===== config.mk =====
export PLATFORM = sky130hd
export DESIGN_NAME = priority_task_table_core
export DESIGN_NICKNAME = d
export VERILOG_FILES = /design/src/sv/ptt_pkg.sv /design/src/sv/ptt_ram.sv /design/src/sv/ptt_scan.sv /design/src/sv/priority_task_table_core.sv
export SDC_FILE = /design/constraint.sdc
export NUM_CORES = 2
export LEC_CHECK = 0
export BUFFER_PORTS_ARGS = -buffer_cell sky130_fd_sc_hd__buf_2
export CAP_MARGIN = 20
export CORE_AREA = 8 8 627 629
export DETAILED_ROUTE_END_ITERATION = 16
export DIE_AREA = 0 0 635 637
export PLACE_DENSITY = 0.56
export SLEW_MARGIN = 40
export SYNTH_ARGS = -nofsm -noshare
export SYNTH_HDL_FRONTEND = slang
export SYNTH_MEMORY_MAX_BITS = 65536
export SYNTH_SLANG_ARGS = --single-unit

===== constraint.sdc =====
create_clock -name clock -period 15 [get_ports clock]
set_input_delay 0.75 -clock clock [delete_from_list [all_inputs] [get_ports clock]]
set_output_delay 0.75 -clock clock [all_outputs]
set_load 0.1 [all_outputs]

===== src/sv/ptt_pkg.sv =====
// ----------------------------------------------------------------------------
// Priority task table package
// Shared widths, opcodes, status codes and the scan result flags.
// ----------------------------------------------------------------------------
`default_nettype none

package ptt_pkg;

   localparam int unsigned CAPACITY_DEF = 64;

   localparam int unsigned OP_W     = 2;
   localparam int unsigned STATUS_W = 2;
   localparam int unsigned TASK_W   = 16;
   localparam int unsigned OWNER_W  = 16;
   localparam int unsigned PRIO_W   = 32;
   localparam int unsigned WORD_W   = TASK_W + OWNER_W + PRIO_W;
   localparam int unsigned KEY_W    = PRIO_W + TASK_W;

   localparam int unsigned REQ_TDATA_W = OWNER_W + TASK_W + PRIO_W;
   localparam int unsigned RSP_TDATA_W = OWNER_W;

   typedef enum logic [OP_W-1:0] {
      OP_ADD    = 2'd0,
      OP_EDIT   = 2'd1,
      OP_REMOVE = 2'd2,
      OP_EXEC   = 2'd3
   } opcode_type;

   typedef enum logic [STATUS_W-1:0] {
      ST_OK        = 2'd0,
      ST_NOT_FOUND = 2'd1,
      ST_FULL      = 2'd2,
      ST_EMPTY     = 2'd3
   } status_type;

   typedef struct packed {
      logic match_hit;
      logic free_hit;
      logic best_hit;
   } scan_flags_type;

endpackage

`default_nettype wire


===== src/sv/ptt_ram.sv =====
// ----------------------------------------------------------------------------
// Priority task table RAM
// Simple dual-port memory with one write port and one registered read port.
// ----------------------------------------------------------------------------
`default_nettype none

module ptt_ram #(
   parameter int unsigned WIDTH = 8,
   parameter int unsigned DEPTH = 64
) (
   input  wire logic                     clock,
   input  wire logic                     wr_en,
   input  wire logic [$clog2(DEPTH)-1:0] wr_addr,
   input  wire logic [WIDTH-1:0]         wr_data,
   input  wire logic [$clog2(DEPTH)-1:0] rd_addr,
   output logic      [WIDTH-1:0]         rd_data
);

   logic [WIDTH-1:0] mem [DEPTH];

   always_ff @(posedge clock) begin
      if (wr_en) begin
         mem[wr_addr] <= wr_data;
      end
      rd_data <= mem[rd_addr];
   end

endmodule

`default_nettype wire


===== src/sv/ptt_scan.sv =====
// ----------------------------------------------------------------------------
// Priority task table scan unit
// Walks the entries one per cycle: finds the key, the lowest free entry and
// the entry with the highest priority and task id using one comparator.
// ----------------------------------------------------------------------------
`default_nettype none

module ptt_scan #(
   parameter int unsigned CAPACITY = ptt_pkg::CAPACITY_DEF
) (
   input  wire logic                          clock,
   input  wire logic                          reset,
   input  wire logic                          clear,
   input  wire logic                          strobe,
   input  wire logic [$clog2(CAPACITY)-1:0]   ent_idx,
   input  wire logic                          ent_valid,
   input  wire logic [ptt_pkg::WORD_W-1:0]    ent_word,
   input  wire logic [ptt_pkg::TASK_W-1:0]    key,
   output ptt_pkg::scan_flags_type            flags,
   output logic      [$clog2(CAPACITY)-1:0]   match_idx,
   output logic      [ptt_pkg::OWNER_W-1:0]   match_owner,
   output logic      [$clog2(CAPACITY)-1:0]   free_idx,
   output logic      [$clog2(CAPACITY)-1:0]   best_idx,
   output logic      [ptt_pkg::OWNER_W-1:0]   best_owner
);

   localparam int unsigned IDX_W = $clog2(CAPACITY);

   logic [ptt_pkg::TASK_W-1:0]  ent_task;
   logic [ptt_pkg::OWNER_W-1:0] ent_owner;
   logic [ptt_pkg::PRIO_W-1:0]  ent_prio;
   logic [ptt_pkg::KEY_W-1:0]   ent_rank;
   logic                        ent_wins;

   ptt_pkg::scan_flags_type     flags_ff, flags_in;
   logic [IDX_W-1:0]            match_idx_ff, match_idx_in;
   logic [ptt_pkg::OWNER_W-1:0] match_owner_ff, match_owner_in;
   logic [IDX_W-1:0]            free_idx_ff, free_idx_in;
   logic [IDX_W-1:0]            best_idx_ff, best_idx_in;
   logic [ptt_pkg::OWNER_W-1:0] best_owner_ff, best_owner_in;
   logic [ptt_pkg::KEY_W-1:0]   best_rank_ff, best_rank_in;

   assign ent_task  = ent_word[ptt_pkg::TASK_W-1:0];
   assign ent_owner = ent_word[ptt_pkg::TASK_W +: ptt_pkg::OWNER_W];
   assign ent_prio  = ent_word[ptt_pkg::TASK_W + ptt_pkg::OWNER_W +: ptt_pkg::PRIO_W];
   assign ent_rank  = {ent_prio, ent_task};
   assign ent_wins  = ent_rank > best_rank_ff;

   always_comb begin
      flags_in       = flags_ff;
      match_idx_in   = match_idx_ff;
      match_owner_in = match_owner_ff;
      free_idx_in    = free_idx_ff;
      best_idx_in    = best_idx_ff;
      best_owner_in  = best_owner_ff;
      best_rank_in   = best_rank_ff;
      if (clear) begin
         flags_in = '0;
      end else if (strobe) begin
         if (ent_valid && ent_task == key) begin
            flags_in.match_hit = 1'b1;
            match_idx_in       = ent_idx;
            match_owner_in     = ent_owner;
         end
         if (!ent_valid && !flags_ff.free_hit) begin
            flags_in.free_hit = 1'b1;
            free_idx_in       = ent_idx;
         end
         if (ent_valid && (!flags_ff.best_hit || ent_wins)) begin
            flags_in.best_hit = 1'b1;
            best_idx_in       = ent_idx;
            best_owner_in     = ent_owner;
            best_rank_in      = ent_rank;
         end
      end
   end

   always_ff @(posedge clock) begin
      if (reset) begin
         flags_ff <= '0;
      end else begin
         flags_ff <= flags_in;
      end
      match_idx_ff   <= match_idx_in;
      match_owner_ff <= match_owner_in;
      free_idx_ff    <= free_idx_in;
      best_idx_ff    <= best_idx_in;
      best_owner_ff  <= best_owner_in;
      best_rank_ff   <= best_rank_in;
   end

   assign flags       = flags_ff;
   assign match_idx   = match_idx_ff;
   assign match_owner = match_owner_ff;
   assign free_idx    = free_idx_ff;
   assign best_idx    = best_idx_ff;
   assign best_owner  = best_owner_ff;

endmodule

`default_nettype wire


===== src/sv/priority_task_table_core.sv =====
// ----------------------------------------------------------------------------
// Priority task table core
// Table of pending tasks with add, edit, remove and execute-top requests.
//
// Each request on the req_ channel carries an opcode in tuser and the owner,
// task id and priority in tdata. Every request returns exactly one response
// on the rsp_ channel with a status code in tuser and the served owner in
// tdata. A request scans all CAPACITY entries through one read port and one
// comparator, one entry per cycle, then passes the drain and done states;
// the table update and the registered response follow in the done state,
// and only then is the next request taken. The scan length is set by the
// single read port of the entry memory. After reset a clearing pass over
// all CAPACITY entries empties the valid memory, and req_tready stays low
// meanwhile. A response waits in an output register while the receiver
// stalls; the next request is accepted and scanned, and its table update is
// held back until the previous response has been taken.
// ----------------------------------------------------------------------------
`default_nettype none

module priority_task_table_core #(
   parameter int unsigned CAPACITY = ptt_pkg::CAPACITY_DEF
) (
   input  wire logic                             clock,
   input  wire logic                             reset,
   input  wire logic                             req_tvalid,
   output logic                                  req_tready,
   // Fields from bit 0: owner_id, task_key, prio_value.
   input  wire logic [ptt_pkg::REQ_TDATA_W-1:0]  req_tdata,
   // Fields from bit 0: opcode.
   input  wire logic [ptt_pkg::OP_W-1:0]         req_tuser,
   output logic                                  rsp_tvalid,
   input  wire logic                             rsp_tready,
   // Fields from bit 0: served_owner.
   output logic      [ptt_pkg::RSP_TDATA_W-1:0]  rsp_tdata,
   // Fields from bit 0: status.
   output logic      [ptt_pkg::STATUS_W-1:0]     rsp_tuser
);

   localparam int unsigned IDX_W = $clog2(CAPACITY);
   localparam logic [IDX_W-1:0] LAST_IDX = IDX_W'(CAPACITY - 1);

   typedef enum logic [2:0] {
      S_CLEAR,
      S_IDLE,
      S_SCAN,
      S_DRAIN,
      S_DONE
   } state_type;

   state_type                   state_ff, state_in;
   logic [IDX_W-1:0]            addr_ff, addr_in;
   logic                        rd_strobe_ff, rd_strobe_in;
   logic [IDX_W-1:0]            rd_idx_ff;
   ptt_pkg::opcode_type         op_ff, op_in;
   logic [ptt_pkg::OWNER_W-1:0] owner_ff, owner_in;
   logic [ptt_pkg::TASK_W-1:0]  key_ff, key_in;
   logic [ptt_pkg::PRIO_W-1:0]  prio_ff, prio_in;
   logic                        rsp_valid_ff, rsp_valid_in;
   ptt_pkg::status_type         rsp_status_ff, rsp_status_in;
   logic [ptt_pkg::OWNER_W-1:0] rsp_owner_ff, rsp_owner_in;

   logic                        req_fire;
   logic                        out_free;
   logic                        commit;
   ptt_pkg::status_type         status_c;
   logic [ptt_pkg::OWNER_W-1:0] served_c;
   logic                        dwr_en;
   logic [IDX_W-1:0]            dwr_addr;
   logic [ptt_pkg::WORD_W-1:0]  dwr_data;
   logic                        vwr_en;
   logic [IDX_W-1:0]            vwr_addr;
   logic                        vwr_bit;
   logic                        upd_en;
   logic [IDX_W-1:0]            upd_addr;
   logic                        upd_bit;

   logic [ptt_pkg::WORD_W-1:0]  rd_word;
   logic                        rd_valid;

   ptt_pkg::scan_flags_type     flags;
   logic [IDX_W-1:0]            match_idx;
   logic [ptt_pkg::OWNER_W-1:0] match_owner;
   logic [IDX_W-1:0]            free_idx;
   logic [IDX_W-1:0]            best_idx;
   logic [ptt_pkg::OWNER_W-1:0] best_owner;

   assign req_tready = state_ff == S_IDLE;
   assign req_fire   = req_tvalid && req_tready;
   assign out_free   = !rsp_valid_ff || rsp_tready;
   assign commit     = state_ff == S_DONE && out_free;

   ptt_ram #(
      .WIDTH (ptt_pkg::WORD_W),
      .DEPTH (CAPACITY)
   ) u_data_ram (
      .clock   (clock),
      .wr_en   (dwr_en),
      .wr_addr (dwr_addr),
      .wr_data (dwr_data),
      .rd_addr (addr_ff),
      .rd_data (rd_word)
   );

   ptt_ram #(
      .WIDTH (1),
      .DEPTH (CAPACITY)
   ) u_valid_ram (
      .clock   (clock),
      .wr_en   (vwr_en),
      .wr_addr (vwr_addr),
      .wr_data (vwr_bit),
      .rd_addr (addr_ff),
      .rd_data (rd_valid)
   );

   ptt_scan #(
      .CAPACITY (CAPACITY)
   ) u_scan (
      .clock       (clock),
      .reset       (reset),
      .clear       (req_fire),
      .strobe      (rd_strobe_ff),
      .ent_idx     (rd_idx_ff),
      .ent_valid   (rd_valid),
      .ent_word    (rd_word),
      .key         (key_ff),
      .flags       (flags),
      .match_idx   (match_idx),
      .match_owner (match_owner),
      .free_idx    (free_idx),
      .best_idx    (best_idx),
      .best_owner  (best_owner)
   );

   always_comb begin
      status_c = ptt_pkg::ST_OK;
      served_c = '0;
      dwr_en   = 1'b0;
      dwr_addr = match_idx;
      dwr_data = {prio_ff, owner_ff, key_ff};
      upd_en   = 1'b0;
      upd_addr = match_idx;
      upd_bit  = 1'b0;
      unique case (op_ff)
         ptt_pkg::OP_ADD: begin
            if (flags.match_hit || flags.free_hit) begin
               dwr_en   = 1'b1;
               dwr_addr = flags.match_hit ? match_idx : free_idx;
               upd_en   = 1'b1;
               upd_addr = dwr_addr;
               upd_bit  = 1'b1;
            end else begin
               status_c = ptt_pkg::ST_FULL;
            end
         end
         ptt_pkg::OP_EDIT: begin
            if (flags.match_hit) begin
               dwr_en   = 1'b1;
               dwr_data = {prio_ff, match_owner, key_ff};
            end else begin
               status_c = ptt_pkg::ST_NOT_FOUND;
            end
         end
         ptt_pkg::OP_REMOVE: begin
            if (flags.match_hit) begin
               upd_en = 1'b1;
            end else begin
               status_c = ptt_pkg::ST_NOT_FOUND;
            end
         end
         ptt_pkg::OP_EXEC: begin
            if (flags.best_hit) begin
               upd_en   = 1'b1;
               upd_addr = best_idx;
               served_c = best_owner;
            end else begin
               status_c = ptt_pkg::ST_EMPTY;
            end
         end
         default: begin
            status_c = ptt_pkg::ST_OK;
         end
      endcase
      dwr_en = dwr_en && commit;
      if (state_ff == S_CLEAR) begin
         vwr_en   = 1'b1;
         vwr_addr = addr_ff;
         vwr_bit  = 1'b0;
      end else begin
         vwr_en   = upd_en && commit;
         vwr_addr = upd_addr;
         vwr_bit  = upd_bit;
      end
   end

   always_comb begin
      state_in      = state_ff;
      addr_in       = addr_ff;
      rd_strobe_in  = 1'b0;
      op_in         = op_ff;
      owner_in      = owner_ff;
      key_in        = key_ff;
      prio_in       = prio_ff;
      rsp_valid_in  = rsp_valid_ff && !rsp_tready;
      rsp_status_in = rsp_status_ff;
      rsp_owner_in  = rsp_owner_ff;
      unique case (state_ff)
         S_CLEAR: begin
            addr_in = addr_ff + 1'b1;
            if (addr_ff == LAST_IDX) begin
               addr_in  = '0;
               state_in = S_IDLE;
            end
         end
         S_IDLE: begin
            if (req_tvalid) begin
               op_in    = ptt_pkg::opcode_type'(req_tuser);
               owner_in = req_tdata[ptt_pkg::OWNER_W-1:0];
               key_in   = req_tdata[ptt_pkg::OWNER_W +: ptt_pkg::TASK_W];
               prio_in  = req_tdata[ptt_pkg::OWNER_W + ptt_pkg::TASK_W +: ptt_pkg::PRIO_W];
               addr_in  = '0;
               state_in = S_SCAN;
            end
         end
         S_SCAN: begin
            rd_strobe_in = 1'b1;
            addr_in      = addr_ff + 1'b1;
            if (addr_ff == LAST_IDX) begin
               addr_in  = '0;
               state_in = S_DRAIN;
            end
         end
         S_DRAIN: begin
            state_in = S_DONE;
         end
         S_DONE: begin
            if (out_free) begin
               rsp_valid_in  = 1'b1;
               rsp_status_in = status_c;
               rsp_owner_in  = served_c;
               state_in      = S_IDLE;
            end
         end
         default: begin
            state_in = S_IDLE;
         end
      endcase
   end

   always_ff @(posedge clock) begin
      if (reset) begin
         state_ff     <= S_CLEAR;
         addr_ff      <= '0;
         rd_strobe_ff <= 1'b0;
         rsp_valid_ff <= 1'b0;
      end else begin
         state_ff     <= state_in;
         addr_ff      <= addr_in;
         rd_strobe_ff <= rd_strobe_in;
         rsp_valid_ff <= rsp_valid_in;
      end
      rd_idx_ff     <= addr_ff;
      op_ff         <= op_in;
      owner_ff      <= owner_in;
      key_ff        <= key_in;
      prio_ff       <= prio_in;
      rsp_status_ff <= rsp_status_in;
      rsp_owner_ff  <= rsp_owner_in;
   end

   assign rsp_tvalid = rsp_valid_ff;
   assign rsp_tdata  = rsp_owner_ff;
   assign rsp_tuser  = rsp_status_ff;

endmodule

`default_nettype wire

==> results.yml <==
outcome:
  status: "finished, final reports clean"
route:
  routed_wl_mm: 483
  drt_drc_violations_left: 0
  vias: 81800
  wire_per_inst_um: 36.4
  detail-route-antenna-nets: 0
  drt_iter0_markers: 10600
  via_per_inst: 6.17
  first_pass_iters: 6
synthesis:
  ys_seq_area_share_pct: 78.7
  synth_xor_area_share_pct: 0.0887
  yosys.area.top_type: "edfxtp_1"
  synth_compound_area_share_pct: 1.64
  syn_area_sq_um: 168000
  syn_inst: 7268
  yosys_warnings: 0
  yosysTopAreaCellShare_pct: 77.7
  synthFlopType: "edfxtp_1"
  yosysMostFrequentCell: "edfxtp_1"
  synthMuxAreaShare_pct: 16.9
  synth_common_cells: "4342 x edfxtp_1, 1040 x mux4_2, 479 x mux2i_1"
  synthesis.nets: 7392
  synth_cell_types: 52
  synth_top_family_by_area: "multiplexers"
  synth_edf_count: 4342
  synth_fa_ha_area_share_pct: 0.402
  synthSimpleGateAreaFrac_pct: 1.22
  async_flop_share_pct: 0
  ys_ff_latch: 4427
  syn_area_per_cell_sq_um: 23.1
  yosys-top-cells-area: "edfxtp_1 78%, mux4_2 14%, mux2i_1 2.9%"
clocking:
  cts_tree: "yes"
  cts-resized-gates: 0
  clkSinkCount: 4427
  cts_made_buffers: 441
  cts_root_buf: "clkbuf_16"
  clock_latency_ns: 0.97
  clk_path_buf_depth: 4
  ctsHoldBuffers: 65
  cts_setup_buffers: 0
  htreeDepth: 5
  cts.clk_slew.worst_paths_ns: 0.06
sta:
  fin_crit_sh_pct: 36.1
  fin_skew_ns: 0.0606
  setup_viol: 0
  fin_crit_ns: 5.41
  finalHoldWorstSlack_ns: 0.0915
  worstMarginPinSlew_ns: 0.927
  slew_headroom_pct: 38.2
  hold_viol_final: 0
  setup_tns_ns: 0
  fmax_mhz: 185
  grt_setup_unrepaired: "no"
  drv_slew: 0
grt:
  grt_pass1_wl_mm: 664
  antenna_found_initial: 16
  use_met3_pct: 3.79
  grt_max_degree: 110
  grt_util_met2_pct: 37.7
  grt_pass1_vias: 81700
  grt_usage_pct: 23.2
  overflow: 0
  use_met1_pct: 33.0
  top_usage_layer: "met2"
worst_setup_path:
  critPathBufInv: 2
  required_ns: 15.55
  worstPathArrival_ns: 5.96
  end_kind: "register"
  r2r-start: "u_scan.flags[1]"
  crit_type: "register to register"
  timing.rr.end: "u_data_ram.mem[3][32]"
  reg2reg_slack_ns: 9.59
  path_depth: 8
  crit_family: "simple AND/OR/NAND/NOR gates"
  slowest_delay_ns: 0.84
  slowest_stage: "nor2_4"
  path_cells: "nor2b_1 > nand2_1 > mux2i_1 > nor2b_1 > nand2_1 > nor2_4 > buf_4 > buf_4"
  r2r_cells: 8
  cp-start-kind: "register"
  path_max_fanout: 25
floorplan:
  start_util_pct: 43.8
  core.rowCount: 228
  die_h_um: 637
  core_area_sq_um: 384000
  dieWidth_um: 635
  dieArea_sq_um: 404000
  ios: 90
finish:
  nets: 7934
  seq_area_sq_um: 132000
  drive_gt1_share_pct: 26.8
  fin_util_pct: 50.0
  finalInstanceArea_sq_um: 192000
  multiInputGateArea_sq_um: 34700
  nFillCells: 30200
  syn2layout_area_growth_pct: 14.3
placement:
  dp_hpwl_mm: 262
  place_area_sq_um: 177000
  numPortBuffers: 89
  gp_congestion: 0.799
power_and_ir_drop:
  p_leak_nw: 58.5
  vdd_drop_max_uv: 108
  finalPower_mw: 25.5
  cellPowerDensity_nw_per_um2: 133
run:
  maxCapViolations: 0
worst_hold_path:
  hp-start: "req_tdata[61]"
  holdPathStages: 1
  hp-class: "input pin to register"
  hold_path_end: "prio_ff[29]"
## worst max-delay path by stage
stage | slack (ns) | to | startpoint
after floorplan | 8.21 | u_scan.best_idx[0] | state_ff[0]
after CTS | 9.57 | u_data_ram.mem[0][32] | u_scan.flags[1]
after global routing | 9.38 | u_data_ram.mem[3][32] | u_scan.flags[1]
final | 9.59 | u_data_ram.mem[3][32] | u_scan.flags[1]
after global placement | 9.43 | u_data_ram.mem[11][17] | u_scan.flags[1]
after detailed placement | 9.61 | u_data_ram.mem[0][50] | u_scan.flags[1]
## layer usage
metal	vias to the layer above	wire length, um	share of wire, %
met4	6	14000	2.9
met2	3893	231000	48
met3	690	39000	8.1
li1	32100	-	-
met5	-	47	0.0097
met1	45100	198000	41
## worst reg2reg max path, cell delays in order, from the launching register on
cell and delay (ns):
dfxtp_1 0.38, nor2b_1 0.55, nand2_1 0.56, mux2i_1 0.26, nor2b_1 0.29, nand2_1 0.55
nor2_4 0.85, buf_4 0.74, buf_4 0.76
## placed cells by master (no fill, tap or decap), types with 82 or more instances in the layout
cell / n
clkinv_2: 82
a22oi_1: 162
a221oi_1: 83
nand2_1: 99
clkinv_1: 84
buf_2: 90
buf_4: 222
mux2i_1: 477
clkbuf_1: 108
mux4_2: 1040
clkbuf_16: 445
edfxtp_1: 4342
## state kept, by name, indices dropped and copies added (netlist names)
name / cells
addr_ff: 6
key_ff: 16
op_ff: 2
owner_ff: 16
prio_ff: 32
rd_idx_ff: 6
rd_strobe_ff: 1
rsp_tdata: 16
rsp_tuser: 2
rsp_tvalid: 1
state_ff: 3
u_data_ram.mem: 4096
u_data_ram.rd_data: 64
u_scan.best_idx: 6
u_scan.best_owner: 16
u_scan.best_rank_ff: 48
u_scan.flags: 3
u_scan.free_idx: 6
u_scan.match_idx: 6
u_scan.match_owner: 16
u_valid_ram.mem: 64
u_valid_ram.rd_data: 1
## logic make-up after synthesis
logic type | count (synthesis)
and+or+nand+nor | 434
muxes | 1539
buffers and inverters | 428
DFF | 4427
xor gates and xnor gates | 17
adders and majority gates | 54
AOI/OAI and AO/OA | 369
## report_power, final
group          switching [mW]  internal [mW]  total (mW)
Sequential             0.0664           13.4        13.5
Combinational           0.538          0.512        1.05
Clock                    4.71           6.22        10.9
## area by class of cell
| cell class | count | share of cell area, % |
|---|---|---|
| Timing Repair Buffer | 468 | 2.23 |
| Clock inverter | 248 | 1.25 |
| Clock buffer | 575 | 6.17 |
| Sequential cell | 4427 | 68.8 |
| Tap cell | 5060 | 3.30 |
| Antenna cell | 4 | 0.00522 |
| Multi-Input combinational cell | 2413 | 18.1 |
| Inverter | 59 | 0.117 |
## per-stage QoR
stage          cells  setup slack, ns
6_report       13300             9.59
5_1_grt        13300             9.38
4_1_cts        13200             9.57
3_5_place_dp   12300             9.61
3_3_place_gp   12300             9.43
2_1_floorplan   7268             8.21
(Power assumes the default switching activity.)
